**src/hdl/b64e_pkg.sv**
```systemverilog
package b64e_pkg;

    localparam int LINE_CHARS_DEF = 76;
    localparam int LINE_W         = 7;
    localparam int FIFO_DEPTH_DEF = 2;
    localparam int IDX_W          = 3;

    localparam logic [7:0] CHAR_CR  = 8'd13;
    localparam logic [7:0] CHAR_LF  = 8'd10;
    localparam logic [7:0] CHAR_PAD = 8'd61;

    localparam logic [IDX_W-1:0] IDX_GROUP_END = 3'd3;
    localparam logic [IDX_W-1:0] IDX_CR        = 3'd4;
    localparam logic [IDX_W-1:0] IDX_LF        = 3'd5;

    typedef struct packed {
        logic [3:0][7:0] chars;
        logic            crlf;
    } entry_t;

    function automatic logic [7:0] b64e_char(input logic [5:0] v);
        logic [7:0] c;
        case (v) inside
            [6'd0:6'd25]:  c = 8'd65 + {2'b00, v};
            [6'd26:6'd51]: c = 8'd71 + {2'b00, v};
            [6'd52:6'd61]: c = {2'b00, v} - 8'd4;
            6'd62:         c = 8'd43;
            default:       c = 8'd47;
        endcase
        return c;
    endfunction

endpackage

```
**src/hdl/base64_line_wrapped_encoder.sv**
```systemverilog
// Base64 encoder with CR LF line wrapping.
// Slave channel: one raw byte per beat; s_tlast marks the last byte of a message.
// Master channel: one ASCII character per beat; m_tlast marks the final character
// produced by an input byte (end of a group, of a padded remainder, or the LF).
// Bytes that only fill a group produce no output.
// With the queue empty and the output register free, the byte completing a group
// is written into the queue and its first character is then registered onto the
// master port; the rest follow one per cycle while the receiver takes them.
// The output register moves one character per cycle while the receiver takes
// them. A CR LF follows every 76 characters of a line; a padded remainder
// still yields four characters, so a one-byte message yields four.
// A two-entry group queue between the byte front end and the character back end
// absorbs bursts; s_tready falls only when that queue is full.
// When the receiver stalls, the output register holds its beat and the queue
// fills, then s_tready drops.
// Reset clears the group phase, the line count, the queue and the output valid.
module base64_line_wrapped_encoder #(
    parameter int LINE_CHARS = b64e_pkg::LINE_CHARS_DEF,
    parameter int FIFO_DEPTH = b64e_pkg::FIFO_DEPTH_DEF
) (
    input  logic       clk,
    input  logic       rst_n,
    input  logic       s_tvalid,
    output logic       s_tready,
    input  logic [7:0] s_tdata,   // [7:0] data_byte
    input  logic       s_tlast,
    output logic       m_tvalid,
    input  logic       m_tready,
    output logic [7:0] m_tdata,   // [7:0] out_char
    output logic       m_tlast
);
    import b64e_pkg::*;

    logic   full;
    logic   empty;
    logic   push;
    logic   pop;
    entry_t push_entry;
    entry_t head;

    assign s_tready = !full;

    b64e_front #(
        .LINE_CHARS (LINE_CHARS)
    ) u_front (
        .clk        (clk),
        .rst_n      (rst_n),
        .accept     (s_tvalid && s_tready),
        .data_byte  (s_tdata),
        .last_byte  (s_tlast),
        .push       (push),
        .push_entry (push_entry)
    );

    b64e_fifo #(
        .DEPTH (FIFO_DEPTH)
    ) u_fifo (
        .clk        (clk),
        .rst_n      (rst_n),
        .push       (push),
        .push_entry (push_entry),
        .full       (full),
        .pop        (pop),
        .empty      (empty),
        .head       (head)
    );

    b64e_back u_back (
        .clk      (clk),
        .rst_n    (rst_n),
        .empty    (empty),
        .head     (head),
        .pop      (pop),
        .m_tvalid (m_tvalid),
        .m_tready (m_tready),
        .m_tdata  (m_tdata),
        .m_tlast  (m_tlast)
    );

endmodule

```
**src/hdl/b64e_front.sv**
```systemverilog
module b64e_front #(
    parameter int LINE_CHARS = b64e_pkg::LINE_CHARS_DEF
) (
    input  logic            clk,
    input  logic            rst_n,
    input  logic            accept,
    input  logic [7:0]      data_byte,
    input  logic            last_byte,
    output logic            push,
    output b64e_pkg::entry_t push_entry
);
    import b64e_pkg::*;

    localparam logic [LINE_W:0] LINE_LIMIT = (LINE_W + 1)'(LINE_CHARS);

    logic [7:0]        first_reg, first_next;
    logic [7:0]        second_reg, second_next;
    logic [1:0]        phase_reg, phase_next;
    logic [LINE_W-1:0] line_reg, line_next;
    logic [LINE_W:0]   cnt;

    always_comb
    begin
        first_next  = first_reg;
        second_next = second_reg;
        phase_next  = phase_reg;
        line_next   = line_reg;
        push        = 1'b0;
        push_entry  = '0;
        cnt         = {1'b0, line_reg} + (LINE_W + 1)'(4);
        if (accept)
        begin
            case (phase_reg)
                2'd0:
                begin
                    if (last_byte)
                    begin
                        push                = 1'b1;
                        push_entry.chars[0] = b64e_char(data_byte[7:2]);
                        push_entry.chars[1] = b64e_char({data_byte[1:0], 4'b0000});
                        push_entry.chars[2] = CHAR_PAD;
                        push_entry.chars[3] = CHAR_PAD;
                    end
                    else
                    begin
                        first_next = data_byte;
                        phase_next = 2'd1;
                    end
                end
                2'd1:
                begin
                    if (last_byte)
                    begin
                        push                = 1'b1;
                        push_entry.chars[0] = b64e_char(first_reg[7:2]);
                        push_entry.chars[1] = b64e_char({first_reg[1:0], data_byte[7:4]});
                        push_entry.chars[2] = b64e_char({data_byte[3:0], 2'b00});
                        push_entry.chars[3] = CHAR_PAD;
                    end
                    else
                    begin
                        second_next = data_byte;
                        phase_next  = 2'd2;
                    end
                end
                default:
                begin
                    push                = 1'b1;
                    push_entry.chars[0] = b64e_char(first_reg[7:2]);
                    push_entry.chars[1] = b64e_char({first_reg[1:0], second_reg[7:4]});
                    push_entry.chars[2] = b64e_char({second_reg[3:0], data_byte[7:6]});
                    push_entry.chars[3] = b64e_char(data_byte[5:0]);
                    push_entry.crlf     = (cnt >= LINE_LIMIT);
                    phase_next          = 2'd0;
                    line_next           = push_entry.crlf ? '0 : cnt[LINE_W-1:0];
                end
            endcase
            if (last_byte)
            begin
                phase_next = 2'd0;
                line_next  = '0;
            end
        end
    end

    always_ff @(posedge clk or negedge rst_n)
    begin
        if (!rst_n)
        begin
            phase_reg <= 2'd0;
            line_reg  <= '0;
        end
        else
        begin
            phase_reg <= phase_next;
            line_reg  <= line_next;
        end
    end

    always_ff @(posedge clk)
    begin
        first_reg  <= first_next;
        second_reg <= second_next;
    end

endmodule

```
**src/hdl/b64e_fifo.sv**
```systemverilog
module b64e_fifo #(
    parameter int DEPTH = b64e_pkg::FIFO_DEPTH_DEF
) (
    input  logic             clk,
    input  logic             rst_n,
    input  logic             push,
    input  b64e_pkg::entry_t push_entry,
    output logic             full,
    input  logic             pop,
    output logic             empty,
    output b64e_pkg::entry_t head
);
    import b64e_pkg::*;

    localparam int PTR_W = (DEPTH > 1) ? $clog2(DEPTH) : 1;
    localparam int CNT_W = $clog2(DEPTH + 1);
    localparam logic [PTR_W-1:0] PTR_LAST = PTR_W'(DEPTH - 1);
    localparam logic [CNT_W-1:0] CNT_FULL = CNT_W'(DEPTH);

    entry_t            mem_reg [DEPTH];
    logic [PTR_W-1:0]  wr_reg, wr_next;
    logic [PTR_W-1:0]  rd_reg, rd_next;
    logic [CNT_W-1:0]  cnt_reg, cnt_next;

    assign full  = (cnt_reg == CNT_FULL);
    assign empty = (cnt_reg == '0);
    assign head  = mem_reg[rd_reg];

    always_comb
    begin
        wr_next  = wr_reg;
        rd_next  = rd_reg;
        cnt_next = cnt_reg;
        if (push)
        begin
            wr_next = (wr_reg == PTR_LAST) ? '0 : wr_reg + PTR_W'(1);
        end
        if (pop)
        begin
            rd_next = (rd_reg == PTR_LAST) ? '0 : rd_reg + PTR_W'(1);
        end
        if (push && !pop)
        begin
            cnt_next = cnt_reg + CNT_W'(1);
        end
        else if (pop && !push)
        begin
            cnt_next = cnt_reg - CNT_W'(1);
        end
    end

    always_ff @(posedge clk or negedge rst_n)
    begin
        if (!rst_n)
        begin
            wr_reg  <= '0;
            rd_reg  <= '0;
            cnt_reg <= '0;
        end
        else
        begin
            wr_reg  <= wr_next;
            rd_reg  <= rd_next;
            cnt_reg <= cnt_next;
        end
    end

    always_ff @(posedge clk)
    begin
        if (push)
        begin
            mem_reg[wr_reg] <= push_entry;
        end
    end

endmodule

```
**src/hdl/b64e_back.sv**
```systemverilog
module b64e_back (
    input  logic             clk,
    input  logic             rst_n,
    input  logic             empty,
    input  b64e_pkg::entry_t head,
    output logic             pop,
    output logic             m_tvalid,
    input  logic             m_tready,
    output logic [7:0]       m_tdata,
    output logic             m_tlast
);
    import b64e_pkg::*;

    logic [IDX_W-1:0] idx_reg, idx_next;
    logic             valid_reg, valid_next;
    logic [7:0]       char_reg, char_next;
    logic             last_reg, last_next;
    logic             load;
    logic             final_char;

    assign load       = (!valid_reg || m_tready) && !empty;
    assign final_char = head.crlf ? (idx_reg == IDX_LF) : (idx_reg == IDX_GROUP_END);
    assign pop        = load && final_char;

    always_comb
    begin
        idx_next   = idx_reg;
        valid_next = valid_reg;
        char_next  = char_reg;
        last_next  = last_reg;
        if (load)
        begin
            valid_next = 1'b1;
            last_next  = final_char;
            idx_next   = final_char ? '0 : idx_reg + IDX_W'(1);
            case (idx_reg)
                IDX_CR:  char_next = CHAR_CR;
                IDX_LF:  char_next = CHAR_LF;
                default: char_next = head.chars[idx_reg[1:0]];
            endcase
        end
        else if (m_tready)
        begin
            valid_next = 1'b0;
        end
    end

    always_ff @(posedge clk or negedge rst_n)
    begin
        if (!rst_n)
        begin
            idx_reg   <= '0;
            valid_reg <= 1'b0;
        end
        else
        begin
            idx_reg   <= idx_next;
            valid_reg <= valid_next;
        end
    end

    always_ff @(posedge clk)
    begin
        char_reg <= char_next;
        last_reg <= last_next;
    end

    assign m_tvalid = valid_reg;
    assign m_tdata  = char_reg;
    assign m_tlast  = last_reg;

endmodule

```
**config.mk**
```make
export PLATFORM = sky130hd
export DESIGN_NAME = base64_line_wrapped_encoder
export DESIGN_NICKNAME = d
export VERILOG_FILES = /design/src/hdl/b64e_pkg.sv /design/src/hdl/base64_line_wrapped_encoder.sv /design/src/hdl/b64e_front.sv /design/src/hdl/b64e_fifo.sv /design/src/hdl/b64e_back.sv
export SDC_FILE = /design/constraint.sdc
export NUM_CORES = 1
export LEC_CHECK = 0
export BUFFER_PORTS_ARGS = -buffer_cell sky130_fd_sc_hd__buf_2
export CORE_MARGIN = 8
export CORE_UTILIZATION = 34
export DETAILED_ROUTE_END_ITERATION = 8
export GPL_TIMING_DRIVEN = 0
export PLACE_DENSITY = 0.49
export SLEW_MARGIN = 25
export SYNTH_ARGS = -nofsm -noshare
export SYNTH_HDL_FRONTEND = slang
export SYNTH_SLANG_ARGS = --single-unit
```
**constraint.sdc**
```tcl
create_clock -name clk -period 3.7 [get_ports clk]
set_input_delay 0.74 -clock clk [delete_from_list [all_inputs] [get_ports clk]]
set_output_delay 0.74 -clock clk [all_outputs]
set_load 0.005 [all_outputs]
```
=== Word level (Yosys, flattened, before mapping) ===
Memories as Yosys holds them, arrays and structs flattened.
Index checks and enable logic that the tools add are counted.
W data, S select, Z words.

* Output and inout bits: 11
* Register bits after elaboration: 42
* Memory bits (writable): 66
* Memories: 1
* Bits of input ports: 13
* Word-level logic and storage cells: 204

{| class="wikitable"
|+ Memories
! memory !! depth !! width !! rd ports !! clocked after memory_dff !! wr ports !! line !! RTL
|-
| u_fifo.mem_reg || 2 || 33 || 1 || 0 || 1 || b64e_fifo.sv:20 || <nowiki>entry_t mem_reg [DEPTH];</nowiki>
|}

* $add $sub $neg: 30
* Reduce and logical (&&, ||, !) cells: 43
* Eq/ne operators: 12
* Order comparisons: 50
* Bitwise gates (word level): 1
* Mux-type cells: 56

{| class="wikitable"
|+ Operators with widths
! operator !! count
|-
| $mux W8 || 25
|-
| $add A7 B6 Y8 const A || 16
|-
| $le A6 B6 Y1 const B || 16
|-
| $pmux W32 S2 || 1
|-
| $mux W30 || 2
|-
| $sub A6 B3 Y7 const B || 8
|-
| $ge A6 B1 Y1 const B || 8
|-
| $ge A6 B5 Y1 const B || 8
|-
| $ge A6 B6 Y1 const B || 8
|-
| $le A6 B5 Y1 const B || 8
|-
| $eq A6 B6 Y1 const B || 6
|-
| $mux W33 || 1
|-
| $logic_and A1 B1 Y1 || 29
|-
| $mux W3 || 7
|-
| $mux W7 || 3
|-
| $bmux W8 S2 || 1
|-
| $pmux W8 S2 || 1
|-
| $mux W1 || 11
|-
| $add A7 B3 Y8 const B || 1
|-
| $ge A8 B7 Y1 const B || 1
|-
| $eq A3 B3 Y1 const B || 2
|-
| $mux W2 || 3
|-
| $reduce_and A3 Y1 || 2
|-
| $logic_not A1 Y1 || 5
|-
| other kinds (16) || 19
|}

=== Depth between registers and ports, before layout ===
Gate-level depths: netlist of run 1.

* Depth in word-level cells: 8
* Mapped depth: 11
* Gate-level depth less buffers: 9

=== Hierarchy ===
A second synthesis of run 1 with hierarchy kept.

* Cells, all modules: 755
* Area, all modules: 7787.5 um^2

{| class="wikitable"
|+ Modules (own cells, without submodules)
! module !! cells an instance !! times used !! area each (um^2) !! seq. area each (um^2)
|-
| b64e_front || 565 || 1 || 4224.1 || 655.6
|-
| b64e_fifo || 119 || 1 || 2720.1 || 2082.0
|-
| b64e_back || 69 || 1 || 833.3 || 370.4
|-
| base64_line_wrapped_encoder || 2 || 1 || 10.0 || 0.0
|}

=== Worst setup path after synthesis of run 1 ===
Ideal clock, no wire load.

* Kind: input to register
* Start point: in s_tlast
* End point: mem u_fifo.mem_reg[0][0] in the netlist's numbering (enable)
* Required time: 3.277 ns
* Stages on the path: 4
* Setup slack: 0.534 ns
* Arrival: 2.742 ns
* Library setup time: 0.423 ns
* Path buffers: 2
* Cells stage by stage: clkbuf_1 o21ai_0 clkbuf_1 nor2_1

* Longest elaborated chain between the ends: 5

{| class="wikitable"
|+ Ends and longest elaborated chain
! element !! line !! RTL
|-
| start: declaration || base64_line_wrapped_encoder.sv:26 || <nowiki>input logic s_tlast,</nowiki>
|-
| $mux W1 || b64e_front.sv:36, b64e_front.sv:52 ||
|-
| $mux W1 || n/a ||
|-
| $mux W1 || b64e_front.sv:31 || <nowiki>if (accept)</nowiki>
|-
| $mux W1 || b64e_fifo.sv:70 || <nowiki>if (push)</nowiki>
|-
| $mux W1 (not written as such) || b64e_fifo.sv:72 || <nowiki>mem_reg[wr_reg] <= push_entry;</nowiki>
|-
| end: declaration || b64e_fifo.sv:20 ||
|}

No other way between the ends.

==> results of run 1 <==
[logic make-up (layout without fill, tap and decap cells)]
| group | Yosys count | in the layout | share of synthesized area (%) |
|---|---|---|---|
| AND/OR/NAND/NOR | 247 | 247 | 15.94 |
| AO/OA/AOI/OAI | 214 | 214 | 20.02 |
| flip-flops | 106 | 106 | 40.94 |
| buffers and inverters | 76 | 118 | 4.021 |
| adder cells (fa/ha/maj) | 56 | 56 | 9.229 |
| XOR/XNOR | 30 | 30 | 3.461 |
| multiplexers | 28 | 28 | 6.394 |
[layout by cell type (no fill, tap or decap), types with 16 or more instances in the layout]
cell,netlist,routed
sky130_fd_sc_hd__nor2_1,50,49
sky130_fd_sc_hd__buf_2,10,34
sky130_fd_sc_hd__clkbuf_1,30,27
sky130_fd_sc_hd__inv_1,32,32
sky130_fd_sc_hd__nand3_1,26,26
sky130_fd_sc_hd__mux4_2,16,16
sky130_fd_sc_hd__ha_1,56,56
sky130_fd_sc_hd__edfxtp_1,91,91
sky130_fd_sc_hd__xnor2_1,24,24
sky130_fd_sc_hd__a21oi_1,36,36
sky130_fd_sc_hd__nand2_1,78,78
sky130_fd_sc_hd__o21ai_0,46,45
[what timing repair did]
item                       CTS  global route
setup endpoints to repair    8            26
resized for setup            3             5
buffers inserted             0             0
hold buffers                 0             0
[synthesized netlist by cell type, types with 10 or more instances]
library cell / count / area share [%]
sky130_fd_sc_hd__inv_1: 32 / 1.6
sky130_fd_sc_hd__a21o_1: 15 / 1.5
sky130_fd_sc_hd__nand3_1: 26 / 1.7
sky130_fd_sc_hd__mux4_2: 16 / 4.7
sky130_fd_sc_hd__a31oi_1: 13 / 1.1
sky130_fd_sc_hd__ha_1: 56 / 9.2
sky130_fd_sc_hd__o211ai_1: 10 / 0.99
sky130_fd_sc_hd__dfrtp_1: 15 / 4.9
sky130_fd_sc_hd__nor2_1: 50 / 2.5
sky130_fd_sc_hd__nand4_1: 10 / 0.82
sky130_fd_sc_hd__nand2_1: 78 / 3.9
sky130_fd_sc_hd__clkbuf_1: 30 / 1.5
sky130_fd_sc_hd__o21ai_0: 46 / 3.0
sky130_fd_sc_hd__buf_2: 10 / 0.66
sky130_fd_sc_hd__xnor2_1: 24 / 2.8
sky130_fd_sc_hd__nor3_1: 14 / 0.92
sky130_fd_sc_hd__edfxtp_1: 91 / 36
sky130_fd_sc_hd__a21oi_1: 36 / 2.4
sky130_fd_sc_hd__or3_1: 10 / 0.82
[metrics by stage]
stage / power [mW] / setup TNS, ps / utilization [%] / hold WS [ps] / area, um2
finish: 4.684 / 0 / 38.74 / 288.4 / 8481
global route: 4.982 / 0 / 38.74 / 310.9 / 8481
CTS: 4.731 / 0 / 38.68 / 285.4 / 8467
detailed placement: 3.670 / -10980 / 37.18 / 487.8 / 8139
global placement: 3.602 / -35980 / 36.81 / 484.5 / 8058
floorplan: 3.025 / 0 / - / 444.4 / 7592
[cell type report]
cell class / count / share of cell area [%]
flip-flops and latches: 106 / 36.65
multi-input cells: 575 / 49.73
clock inverters: 7 / 1.136
plain buffers: 41 / 2.080
clock buffers: 9 / 2.656
well taps: 280 / 4.131
inverters: 34 / 1.549
repair buffers: 27 / 2.066
[worst paths after layout]
check / startpoint / to
worst max-delay path: s_tdata[7] / u_fifo.mem_reg[0][14]
worst min-delay path: rst_n / u_fifo.cnt_reg[1]
worst max register to register: u_front.first_reg[4] / u_fifo.mem_reg[1][5]
worst min register to register: u_back.m_tvalid / u_back.m_tvalid
max in group asynchronous: rst_n / u_fifo.rd_reg
min in group clk: u_back.m_tvalid / u_back.m_tvalid
[routing by layer]
layer  vias to the layer above  track usage, %  wire [um]  share of wire, %
met1                      3131           24.03      11010                47
met5                         -               0          0                 0
met3                        39           3.545       1349               5.7
met4                         0           6.494        677               2.9
li1                       2955               -          -                 -
met2                       198           27.44      10500                45
[report_power, final]
group          switching (mW)  internal [mW]  total (mW)
Combinational            1.13          0.702        1.83
Clock                   0.501          0.547        1.05
Sequential              0.138           1.67        1.81
Total                    1.77           2.92        4.68
==> results by group, run 1 <==
Finish
  • Fill cell count: roughly 2.2k
  • Number of nets at the end of the flow: 863
  • Number of flip-flops under the largest register name: 66
  • Multi-input logic area: 4218 um2
  • Share of final-layout standard cells stronger than drive strength 1: 12.14%
  • Area overhead of the layout relative to synthesis: 11.70%
  • Final cell count without fillers: 1079
  • Antenna fix cells: 0
  • Register area: roughly 3100 um2

Placed design
  • Dpl cells: 1064
  • HPWL reported at the end of detailed placement: 17970 um
  • Post-Place Worst Slack: -675.0 ps
  • Final weighted congestion in routability-driven placement: roughly 0.9
  • Count of input and output buffers: 23

Synth
  • Register bit count reported by yosys: around 110
  • Syn Inst Count: 757
  • Cell variety after synth: 77
  • Register area share after synthesis: 40.94%
  • Yosys warning count: 0
  • Asr flop ratio synth: roughly 14%
  • Synthesized area per cell: 10.03 um2
  • Synthesized net count: 826
  • Number of enable flip-flop cells after synthesis: 91
  • Prevailing post-synth register cell: sky130_fd_sc_hd__edfxtp_1
  • Netlist Area Pre-Place: 7592 um2

CTS
  • CTS tree: yes
  • Maximum root-to-sink buffer count: 2
  • Clock-pin slew of the registers on the worst-case setup and hold paths: 80 ps
  • Number of H-tree levels: 3
  • Number of clock buffers inserted by TritonCTS: 9
  • Sink Count: ~110
  • Clock Tree Root: sky130_fd_sc_hd__clkbuf_16
  • Worst-Skew Late Latency: 370 ps

GRT
  • Vias in the first global route: 6216
  • Antenna violations before repair: 0
  • Overflow after GRT: 0
  • First-pass GRT wire length: 36940 um
  • Pin count of the biggest net entering global routing: 29
  • Tot GR Track Use: between 10% and 20%

Floorplan
  • Horizontal die dimension: 165.4 um
  • Core footprint: 21890 um2
  • Count of boundary I/O pins: 24
  • Initial core utilization: 34.68%
  • Die Outline Area: 27370 um2
  • Number of cell rows: between 50 and 60
  • Die Y-Extent: 165.4 um

Route
  • Number of design rule violations left after detail routing: 0
  • Remaining number of nets flagged by the antenna check after routing: 0
  • Number of optimization iterations in the first detailed-route pass: 5
  • Total wire length after detailed routing: 23530 um
  • Average detailed-routed wire length per instance: 21.81 um
  • Total via count in the routed design: 6323
  • Initial detailed-routing violation count: between 600 and 700
  • Via density: 5.860

STA
  • Max Freq: 0.2828 GHz
  • Period minus WS final: 3536 ps
  • Final-report hold violation count: 0
  • Worst-margin pin slew: 1086 ps
  • Setup repair after global routing missed its margin: no
  • Worst slew margin: a little over a quarter
  • Final setup violation count: 0
  • Max-slew violations: 0
  • Clock skew after layout: 17.45 ps
  • Least setup slack across all paths after layout: 164.0 ps
  • Final period utilization: 95.57%

Worst setup path
  • Classification of the worst setup path: in2reg
  • Crit path capture type: flip-flop
  • Count of cell instances traversed by the critical path: 10
  • Startpoint class of the critical path: primary input
  • Required time worst endpoint: roughly 3800 ps
  • Cell with the largest stage delay on the worst path: sky130_fd_sc_hd__a2111oi_2
  • Kind of cell adding the most delay to the critical path: compound AO/OA/AOI/OAI gates
  • Worst reg2reg setup slack: 560 ps
  • Buffers plus inverters on the worst setup path: 4
  • Signal arrival time at the worst endpoint: between 3000 and 4000 ps
  • Depth of the worst register-to-register path: 8
  • Critical path peak fanout: 10
  • Ordered cell list for the critical path: buf_2, clkbuf_1, clkbuf_2, inv_1, ha_1, a21bo_1, a32o_1, nor2_1, o31a_1, a2111oi_2
  • Largest incremental delay on the critical path: approximately 580 ps

Job
  • Max cap viols: 0

Run status
  • Outcome: completed

Power and ir drop
  • Areal power density over the cells: between 500 and 600 nW/um2
  • Leakage power of the design: 3.139 nW
  • VDD IR-drop max: 0.2096 mV

Worst hold path
  • Class of the most critical hold timing path: in2async
Note: power is estimated with default switching activity, not from simulation.
==> run 2, diff against run 1 <==
--- a/config.mk
+++ b/config.mk
@@ -5,11 +5,13 @@
 export SDC_FILE = /design/constraint.sdc
 export NUM_CORES = 1
 export LEC_CHECK = 0
+export ABC_AREA = 1
 export BUFFER_PORTS_ARGS = -buffer_cell sky130_fd_sc_hd__buf_2
 export CORE_MARGIN = 8
 export CORE_UTILIZATION = 34
 export DETAILED_ROUTE_END_ITERATION = 8
 export GPL_TIMING_DRIVEN = 0
+export MAX_ROUTING_LAYER = met4
 export PLACE_DENSITY = 0.49
 export SLEW_MARGIN = 25
 export SYNTH_ARGS = -nofsm -noshare
==> run 2 against run 1 <==
  * Clock power fell by 8%
  * Hold slack barely moved
  * First-iteration DRC count fell by 18%
==> results by group, run 2 <==
Worst setup path
  • Signal arrival time at the worst endpoint: 3100 ps (-520 ps)
  • Startpoint class of the critical path: primary input
  • Crit path capture type: flip-flop
  • Required time worst endpoint: 3800 ps (about the same)
  • Critical path peak fanout: 10 (unchanged)
  • Classification of the worst setup path: in2reg

Synth
  • Syn Inst Count: 1041 (+38%)
  • Number of enable flip-flop cells after synthesis: 91 (unchanged)
  • Dominant cells by area after synthesis: sky130_fd_sc_hd__edfxtp_1 34%, sky130_fd_sc_hd__nand2_1 11%, sky130_fd_sc_hd__ha_1 8.7%
  • Netlist Area Pre-Place: 8061 um2 (+6.2%)
  • Commonest cells in the netlist: 235 x sky130_fd_sc_hd__nand2_1, 123 x sky130_fd_sc_hd__nor2_1, 102 x sky130_fd_sc_hd__nand3_1
  • Yosys warning count: 0 (unchanged)
  • Top-area cell type share of the netlist area: 33.90% (-2.1 points)
  • Asr flop ratio synth: 14.15% (unchanged)
  • Synthesized net count: 1110 (+34%)
  • Register bit count reported by yosys: 106 (unchanged)
  • Prevailing post-synth register cell: sky130_fd_sc_hd__edfxtp_1
  • Register area share after synthesis: 38.55% (-2.4 points)
  • Synthesized area per cell: 7.744 um2 (-23%)
  • Most frequent cell after synthesis: sky130_fd_sc_hd__nand2_1
  • Cell variety after synth: 46 (-40%)
  • Top cell type by total area after synthesis: sky130_fd_sc_hd__edfxtp_1

STA
  • Max-slew violations: 0 (unchanged)
  • Max Freq: 0.3327 GHz (+18%)
  • Final period utilization: 81.22% (-14 points)
  • Clock skew after layout: 12.89 ps (-4.557 ps)
  • Final setup violation count: 0 (unchanged)
  • Worst slew margin: 44.46% (+18 points)
  • Period minus WS final: 3005 ps (-530.7 ps)
  • Final total negative setup slack: 0 ps (unchanged)
  • Final-report hold violation count: 0 (unchanged)
  • Setup repair after global routing missed its margin: no
  • Least setup slack across all paths after layout: 694.7 ps (+530.7 ps)
  • Worst-margin pin slew: 830.0 ps (-256.1 ps)

Power and ir drop
  • Leakage power of the design: 3.840 nW (+22%)
  • Areal power density over the cells: 553.9 nW/um2 (+0.30%)
  • VDD IR-drop max: 0.2878 mV (+37%)
  • Total power draw: 4.949 mW (+5.7%)

Finish
  • Number of nets at the end of the flow: 1146 (+33%)
  • Area overhead of the layout relative to synthesis: 10.83%
  • Commonest non-fill, non-tap cell in the layout: sky130_fd_sc_hd__nand2_1
  • Commonest non-fill, non-tap cells in the layout: 235 x sky130_fd_sc_hd__nand2_1, 120 x sky130_fd_sc_hd__nor2_1, 102 x sky130_fd_sc_hd__nand3_1
  • End-of-flow core utilization: 38.18% (-0.56 points)
  • Number of flip-flops under the largest register name: 66 (unchanged)
  • Share of final-layout standard cells stronger than drive strength 1: 11.74% (-0.40 points)
  • Antenna fix cells: 0 (unchanged)

Route
  • Average detailed-routed wire length per instance: 17.89 um (-18%)
  • Total via count in the routed design: 7219 (+14%)
  • Remaining number of nets flagged by the antenna check after routing: 0 (unchanged)
  • Via density: 5.153 (-12%)
  • Number of design rule violations left after detail routing: 0 (unchanged)
  • Number of optimization iterations in the first detailed-route pass: 5 (unchanged)
  • Initial detailed-routing violation count: 543 (-18%)
  • Total wire length after detailed routing: 25060 um (+6.5%)

GRT
  • First-pass GRT wire length: 39020 um (+5.6%)
  • Tot GR Track Use: 17.93% (+0.24 points)
  • Overflow after GRT: 0 (unchanged)
  • Pin count of the biggest net entering global routing: 24 (-17%)
  • Antenna violations before repair: 0 (unchanged)
  • Vias in the first global route: 6885 (+11%)

Floorplan
  • Core footprint: 23400 um2 (+6.9%)
  • Die Y-Extent: 170.0 um (+2.7%)
  • Count of boundary I/O pins: 24 (unchanged)
  • Initial core utilization: 34.45% (-0.24 points)
  • Horizontal die dimension: 170.0 um (+2.7%)
  • Number of cell rows: 56 (+3.7%)
  • Die Outline Area: 28890 um2 (+5.6%)

Placed design
  • Count of input and output buffers: 23 (unchanged)
  • Final weighted congestion in routability-driven placement: 0.9175 (about the same)
  • Post-Place Worst Slack: 314.3 ps (+989.4 ps)
  • HPWL reported at the end of detailed placement: 19190 um (+6.8%)

Run status
  • Outcome: completed

Worst hold path
  • Class of the most critical hold timing path: in2async

CTS
  • Number of H-tree levels: 3 (unchanged)
  • Sink Count: 106 (unchanged)
  • Number of clock buffers inserted by TritonCTS: 9 (unchanged)
  • Clock Tree Root: sky130_fd_sc_hd__clkbuf_16
  • CTS tree: yes
  • Maximum root-to-sink buffer count: 2 (unchanged)
  • # resized after CTS: 0 (-3)
  • Worst-Skew Late Latency: 360 ps (about the same)
  • Cts hold-fix bufs: 0 (unchanged)
  • Clock-pin slew of the registers on the worst-case setup and hold paths: 80 ps (about the same)
  • Number of setup buffers added after CTS: 0 (unchanged)

Job
  • Max cap viols: 0 (unchanged)
## run 2: layout make-up
class                           instances  area, um2
Fill cell                            2529      14470
Multi-Input combinational cell        786       4304
Sequential cell                       106       3108
Inverter                              115      442.9
Tap cell                              319      399.1
Clock buffer                            9      225.2
Buffer                                 34      224.0
Timing Repair Buffer                   25      162.7
Clock inverter                          7      68.82
## run 2: worst paths after layout
kind                                      start                   end  slack (ps)  depth (start not counted)
min reg2reg                   u_fifo.cnt_reg[1]     u_fifo.cnt_reg[1]         510                          1
min                                       rst_n     u_back.idx_reg[2]         290                          1
max                                  s_tdata[4]  u_fifo.mem_reg[1][4]         690                         14
max in group asynchronous                 rst_n   u_front.line_reg[6]        3140                          1
min in group clk              u_fifo.cnt_reg[1]     u_fifo.cnt_reg[1]         510                          1
max reg2reg                u_front.first_reg[5]  u_fifo.mem_reg[1][4]        1260                         13
## run 2: critical path, stage by stage
cell and delay, ps:
sky130_fd_sc_hd__buf_2 230, sky130_fd_sc_hd__buf_4 270, sky130_fd_sc_hd__inv_1 210, sky130_fd_sc_hd__ha_1 330, sky130_fd_sc_hd__inv_1 150, sky130_fd_sc_hd__nand2_1 110
sky130_fd_sc_hd__nand2_1 80, sky130_fd_sc_hd__nand2_1 80, sky130_fd_sc_hd__nand2_2 120, sky130_fd_sc_hd__buf_6 140, sky130_fd_sc_hd__o21ai_0 80, sky130_fd_sc_hd__nand2_1 70
sky130_fd_sc_hd__nand2_1 60, sky130_fd_sc_hd__a21oi_1 410
## run 2: where the power goes
| part | switching, mW | total [mW] | internal, mW |
|---|---|---|---|
| registers | 0.106 | 1.78 | 1.67 |
| clock network | 0.495 | 0.970 | 0.476 |
| logic | 1.52 | 2.20 | 0.678 |
| total | 2.12 | 4.95 | 2.83 |
## run 2: cell families (layout without fill, tap and decap cells)
kind of cell	after synthesis	count (layout)	synth area share (%)
XOR/XNOR	35	35	3.803
AND/OR/NAND/NOR	510	510	27.56
AO/OA/AOI/OAI	185	185	13.12
flip-flops	106	106	38.55
buffers and inverters	149	190	8.273
adder cells (fa/ha/maj)	56	56	8.692
## run 2: metrics by stage
step	cell area, um2	hold WS, ps	std cells
CTS	8932	293.9	1401
finish	8935	288.2	1401
detailed placement	8638	496.2	1385
global route	8935	310.1	1401
floorplan	8061	444.4	1041
global placement	8576	481.1	1383
## run 2: layer usage
| layer | wire (um) | vias to the layer above | GRT usage (%) |
|---|---|---|---|
| met1 | 11890 | 3440 | 23.63 |
| met2 | 11400 | 184 | 28.03 |
| met4 | 637 | 0 | 5.378 |
| li1 | - | 3562 | - |
| met3 | 1130 | 33 | 2.850 |
| met5 | 0 | - | - |
